<file path="config.mk">
export PLATFORM = sky130hd
export DESIGN_NAME = plau_div_stage
export DESIGN_NICKNAME = d
export VERILOG_FILES = /design/src/hdl/plau_pkg.sv /design/src/hdl/plau_div_stage.sv
export SDC_FILE = /design/constraint.sdc
export NUM_CORES = 1
export LEC_CHECK = 0
export ABC_AREA = 1
export BUFFER_PORTS_ARGS = -buffer_cell sky130_fd_sc_hd__buf_2
export CAP_MARGIN = 20
export CELL_PAD_IN_SITES_DETAIL_PLACEMENT = 1
export CELL_PAD_IN_SITES_GLOBAL_PLACEMENT = 2
export CORE_AREA = 10 10 162 224
export CTS_CLUSTER_SIZE = 30
export DETAILED_ROUTE_END_ITERATION = 10
export DIE_AREA = 0 0 172 234
export PLACE_DENSITY_LB_ADDON = 0.1
export SKIP_LAST_GASP = 1
export SLEW_MARGIN = 20
export SYNTH_ARGS = -nofsm -noshare
export SYNTH_HDL_FRONTEND = slang
export SYNTH_SLANG_ARGS = --single-unit
</file>
<file path="constraint.sdc">
create_clock -name clk -period 0.8 [get_ports clk]
set_input_delay 0.16 -clock clk [delete_from_list [all_inputs] [get_ports clk]]
set_output_delay 0.16 -clock clk [all_outputs]
set_load 0.02 [all_outputs]
</file>
<file path="src/hdl/plau_pkg.sv">
// Package for the periodic lattice address unit: widths, codes and item types.
// No dependencies.
package plau_pkg;

	localparam int MAX_DIMS_DEF    = 4;
	localparam int EXTENT_BITS_DEF = 8;

	localparam int NUM_DIMS   = 4;
	localparam int IDX_W      = 32;
	localparam int CRD_W      = 8;
	localparam int EXT_W      = 9;
	localparam int DIMS_W     = 3;
	localparam int CMD_W      = 2;
	localparam int CFG_IDX_W  = 3;
	localparam int CFG_W      = 9;
	localparam int DIV_STEPS  = 8;
	localparam int DIV_PARTS  = IDX_W / DIV_STEPS;

	typedef enum logic [CMD_W-1:0] {
		CMD_SPLIT    = 2'd0,
		CMD_COMBINE  = 2'd1,
		CMD_RELATIVE = 2'd2,
		CMD_MIRROR   = 2'd3
	} cmd_t;

	localparam logic [CFG_IDX_W-1:0] REG_DIMS = 3'd0;
	localparam logic [CFG_IDX_W-1:0] REG_EXT0 = 3'd1;
	localparam logic [CFG_IDX_W-1:0] REG_EXT1 = 3'd2;
	localparam logic [CFG_IDX_W-1:0] REG_EXT2 = 3'd3;
	localparam logic [CFG_IDX_W-1:0] REG_EXT3 = 3'd4;

	// effective lattice shape; unused dimensions carry extent 1
	typedef struct packed {
		logic [NUM_DIMS-1:0][EXT_W-1:0] ext;
		logic [NUM_DIMS-1:0]            used;
	} cfg_t;

	typedef struct packed {
		cmd_t                           cmd;
		logic [IDX_W-1:0]               idx;
		logic [CRD_W-1:0]               rem;
		logic [NUM_DIMS-1:0][CRD_W-1:0] a;
		logic [NUM_DIMS-1:0][CRD_W-1:0] b;
		logic [NUM_DIMS-1:0][CRD_W-1:0] c;
		logic                           err;
		logic [IDX_W-1:0]               acc;
	} item_t;

endpackage

</file>
<file path="src/hdl/plau_div_stage.sv">
// Divider stage: eight restoring steps of index / extent for one dimension.
// Depends on plau_pkg.
module plau_div_stage #(
	parameter int DIM  = 0,
	parameter int PART = 0
) (
	input  logic            clk,
	input  logic            arst_n,
	input  logic            en,
	input  logic            in_vld,
	input  plau_pkg::item_t in_item,
	input  plau_pkg::cfg_t  cfg,
	output logic            out_vld,
	output plau_pkg::item_t out_item
);

	localparam bit LAST = (PART == plau_pkg::DIV_PARTS - 1);

	plau_pkg::item_t nxt;
	logic            vld_s1;
	plau_pkg::item_t item_s1;

	always_comb begin
		logic [plau_pkg::EXT_W-1:0] r9;
		logic                       ge;
		nxt = in_item;
		for (int s = 0; s < plau_pkg::DIV_STEPS; s++) begin
			r9 = {nxt.rem, nxt.idx[plau_pkg::IDX_W-1]};
			ge = (r9 >= cfg.ext[DIM]);
			nxt.idx = {nxt.idx[plau_pkg::IDX_W-2:0], ge};
			nxt.rem = ge ? plau_pkg::CRD_W'(r9 - cfg.ext[DIM]) : r9[plau_pkg::CRD_W-1:0];
		end
		if (LAST) begin
			if (in_item.cmd == plau_pkg::CMD_SPLIT || in_item.cmd == plau_pkg::CMD_MIRROR)
				nxt.c[DIM] = nxt.rem;
			nxt.rem = '0;
		end
	end

	always_ff @(posedge clk or negedge arst_n) begin
		if (!arst_n) begin
			vld_s1 <= 1'b0;
		end else if (en) begin
			vld_s1 <= in_vld;
		end
	end

	always_ff @(posedge clk) begin
		if (en && in_vld) begin
			item_s1 <= nxt;
		end
	end

	assign out_vld  = vld_s1;
	assign out_item = item_s1;

endmodule

</file>
Word-level counts from Yosys, hierarchy flattened

Cells that the tools add are included.

Bits in registers: 172
Input bits: 215
Output and inout port bits: 172
Word-level logic and storage cells: 43

$add $sub $neg: 8
Magnitude comparators: 8
Multiplexer cells: 8
Reductions and logical operators: 1

Operators with widths:

| operator            | count |
|---|---|
| >= comparator 9 bit | 8 |
| two-way mux 8 bit   | 8 |
| subtractor 8 bit    | 8 |
| logical AND 1 bit   | 1 |

Depth between registers and ports, before layout

Depth after elaboration: 16
Depth in mapped cells: 87
Gate-level depth less buffers: 85

Worst setup path before layout

OpenSTA, ideal clock, no wires.

Path kind: input -> register
Start point: input port in_item[168] (netlist name)
End point: register item_s1 (netlist bit out_item[132]), data pin
Setup time: 0.258 ns
Arrival: 10.413 ns
Setup slack: -9.872 ns
Cell stages on the path: 79
Buffers on the path: 2
Cell sequence: inv_1 ha_1 inv_1 fa_1 nand2_1 inv_1 nand2_1 nand2_1 a21oi_1 nor2_1 nor2_1 xor2_1 o21ai_0 ha_1 nand2_2 inv_1 a21oi_4 nand3_2 (+43 left out) nor4_1 nand3_1 nand3_2 inv_2 or2_2 o21a_1 ha_1 a21oi_1 nand2_1 a21oi_1 o21bai_1 nand2_1 nand2_1 a21oi_1 o21ai_2 inv_2 buf_2 o21ai_1

RTL lines:

| element                | line                 | RTL |
|---|---|---|
| start: declaration     | plau_div_stage.sv:11 | `input plau_pkg::item_t in_item,` |
| end signal: assignment | plau_div_stage.sv:50 | `item_s1 <= nxt;` |
| end: declaration       | plau_div_stage.sv:21 | `plau_pkg::item_t item_s1;` |

==> out/results.md <==
| Group | Result | Value |
|:---|:---|:---|
| status | Outcome | finished with violations |
| status | Violations in the final reports | setup timing |
| logic synthesis | Most numerous cell types in the synthesized netlist | 171 x edfxtp_1, 159 x nand2_1, 98 x inv_1 |
| placement | Dpl cells | 1822 |
| layout | Layout filler cell count | 3408 |
| clocking | Number of CTS-inserted buffers | 17 |
| logic synthesis | Synth async-reset ratio | 0.00581 |
| logic synthesis | Area of the mapped netlist | 9140 um2 |
| global route | Largest net degree at the start of global routing | 33 |
| logic synthesis | Gate count of the mapped netlist | 825 |
| route | First-iteration detailed-routing DRC count | 288 |
| global route | Number of antenna violations at the first check in global routing | 4 |
| floorplanning | X dimension of the die | 172 um |
| global route | GRT Residual Overflow | 0 |
| timing | Final Slew Violations | 0 |
| timing | Share of the cycle needed by the critical path after routing | 13.4 |
| clocking | Clk Latency, worst-skew pair | 0.46 ns |
| logic synthesis | Total of warnings raised by yosys | 0 |
| placement | GP Congestion | 0.807 |
| timing | Slew at the pin closest to its max-slew limit | 0.427 ns |
| logic synthesis | Number of flops mapped to enable cells by yosys | 171 |
| route | Post-detailed-route via-to-cell ratio | 4.56 |
| timing | Hold Vio Cnt, Final | 0 |
| worst setup path | Critical path's top delay family | simple AND/OR/NAND/NOR gates |
| worst setup path | CP Class | input port to register |
| clocking | Clock tree sinks | 172 |
| route | Via count | 9582 |
| logic synthesis | Main synth FF type | edfxtp_1 |
| logic synthesis | Share of the yosys chip area belonging to registers | 0.564 |
| global route | Global-route usage over all layers | 0.212 |
| timing | Setup violations, final | 188 |
| timing | Final Critical Period | 10.73 ns |
| layout | Fin cells | 2100 |
| placement | Number of I/O port buffers | 355 |
| route | Final routed wire length divided by cell count | 21.1 um |
| logic synthesis | Synthesized netlist net count | 1120 |
| worst setup path | CP most frequent cell | nand2_2 |
| worst setup path | WP buf/inv | 18 |
| logic synthesis | Cell type with the highest aggregate area in the netlist | edfxtp_1 |
| floorplanning | Starting density of the core | 0.284 |
| logic synthesis | Post-synth cell types | 46 |
| layout | Area growth, synth to finish | 106% |
| clocking | Buffer cell driving the clock tree root | clkbuf_16 |
| worst setup path | Critical-path cell with the highest stage delay | fa_2 |
| worst hold path | Path class of the lowest-slack min-delay path | input port to register |
| worst setup path | Arrival time at the worst endpoint | 10.95 ns |
| timing | Setup slack of the critical path after layout | -9.93 ns |
| clocking | TritonCTS clock tree | yes |
| logic synthesis | Most instantiated library cell after synthesis | edfxtp_1 |
| clocking | Maximum clock insertion buffer count | 2 |
| timing | Worst-case clock skew | 0 ns |
| timing | Max Freq | 93.2 MHz |
| worst setup path | Category of the worst setup path launch point | input port |
| global route | Vias in the first global route | 10600 |
| placement | HPWL after detailed placement | 31400 um |
| route | Total iterations of the first detailed-routing run | 4 |
| layout | Ratio of cells with drive above 1 in the final layout | 0.608 |
| logic synthesis | Fraction of synthesized cell area taken by the top area cell type | 0.562 |
| route | Wire length reported by the detailed router | 44300 um |
| floorplanning | DIE AREA | 40200 um2 |
| logic synthesis | Flip-flop and latch count after synthesis | 172 |
| timing | Unrepaired setup endpoints after global routing | yes |
| timing | Worst slew margin relative to its limit | 0.713 |
| layout | Post-Route Utilization | 0.586 |
| worst setup path | Required time of the critical path | 1.01 ns |
| worst setup path | Endpoint type of the worst setup path | register |
| worst setup path | Delay contributed by the slowest stage of the critical path | 0.40 ns |
| global route | Wire length of the first global-routing pass | 63300 um |
| route | DRC violation count after routing | 0 |
| layout | Number of nets at the end of the flow | 1977 |
| route | DRT antenna net count | 0 |
| floorplanning | Standard cell core area | 32200 um2 |
| logic synthesis | Post-synthesis average cell area | 11.1 um2 |
| logic synthesis | Leading post-synthesis cells by cell area | edfxtp_1 56%, ha_1 9.9%, nand2_1 6.5% |
| floorplanning | Die Ht | 234 um |
| flow run | Max-cap violation count | 0 |
| floorplanning | Row count | 78 |
| worst setup path | Largest fanout on the critical path | 8 |
| floorplanning | Num ports | 387 |
| clocking | Clock slew at the register clock pins of the worst setup and hold paths | 0.07 ns |
| clocking | Count of H-tree levels built during CTS | 4 |
## placed cells by master (no fill, tap or decap), drive strengths merged
master / instances
a211oi: 1
a21oi: 47
inv: 108
xor2: 23
o31ai: 5
diode: 5
a21o: 3
fa: 8
o21ai: 40
dfrtp: 1
ha: 72
nand4: 8
nor2: 39
clkinv: 9
dlygate4sd3: 159
clkinvlp: 11
edfxtp: 171
a21boi: 1
and2: 3
o21a: 5
o2111ai: 1
clkbuf: 17
nor4: 1
nor3: 13
nand3b: 3
buf: 679
nand2: 181
a31oi: 3
xnor2: 9
nand3: 57
o21bai: 3
or2: 14
## layout make-up
class                      count  area [um2]  area share
timing repair buffer         838        6970       0.369
sequential                   172        5160       0.273
multi-input combinational    540        5140       0.273
tap                          400         500      0.0265
inverter                     111         495      0.0263
clock buffer                  17         425      0.0225
clock inverter                15         154     0.00816
timing repair inverter         2        15.0    0.000796
antenna                        5        12.5    0.000663
## registers in the layout (all words and copies together) (netlist names)
| register | cells |
|---|---|
| out_item | 171 |
| out_vld | 1 |
## cells by family (layout without fill, tap and decap cells)
kind of cell	after synthesis	after routing	share of synthesized area
AO/OA/AOI/OAI	109	109	0.0749
XOR/XNOR	32	32	0.0307
adder cells (fa/ha/maj)	80	80	0.116
buffers and inverters	113	983	0.0482
flip-flops	172	172	0.564
other	0	5	0
AND/OR/NAND/NOR	319	319	0.166
## stage by stage
stage	instance area [um2]	setup TNS [ns]	hold WS, ns	worst slack [ns]
floorplan	9840	-508.96	-0.136	-9.19
finish	18900	-180.30	0.0995	-9.93
CTS	18000	-178.37	0.0754	-9.60
global route	18900	-194.29	0.110	-10.57
detailed placement	14000	-189.82	-0.0636	-10.77
global placement	14000	-186.32	-0.0647	-10.49
## worst paths after layout
| check | slack [ns] | endpoint | from | cells after the start |
|---|---|---|---|---|
| worst max-delay path | -9.93 | out_item[132] | in_item[168] | 81 |
| worst max register to register | 0.12 | out_vld | out_vld | 2 |
| worst min register to register | 0.59 | out_vld | out_vld | 2 |
| max in group asynchronous | 0.15 | out_vld | arst_n | 3 |
| min in group asynchronous | 0.55 | out_vld | arst_n | 3 |
| worst min-delay path | 0.1 | out_item[129] | in_item[161] | 4 |
## per-layer routing
layer | global-route usage | up-vias | wire [um]
met2 | 0.441 | 224 | 26600
met4 | 0.0675 | 0 | 1130
li1 | - | 4581 | -
met3 | 0.0402 | 55 | 1980
met1 | 0.196 | 4722 | 14500
met5 | 0 | - | 0
## tightest hold or removal path: stages
cell	delay [ns]
buf_2	0.09
buf_4	0.10
nand2_2	0.04
o21ai_1	0.06
## what timing repair did
item	in CTS	in global routing
hold endpoints to repair	157	0
buffers inserted	53	32
endpoints found under the setup margin	188	188
pin swaps	104	100
gates resized for setup	375	192
cloned	2	0
hold buffers	159	0
Power is not shown: default switching activity piles up to over one toggle a cycle in this logic, so the estimate is an artifact.
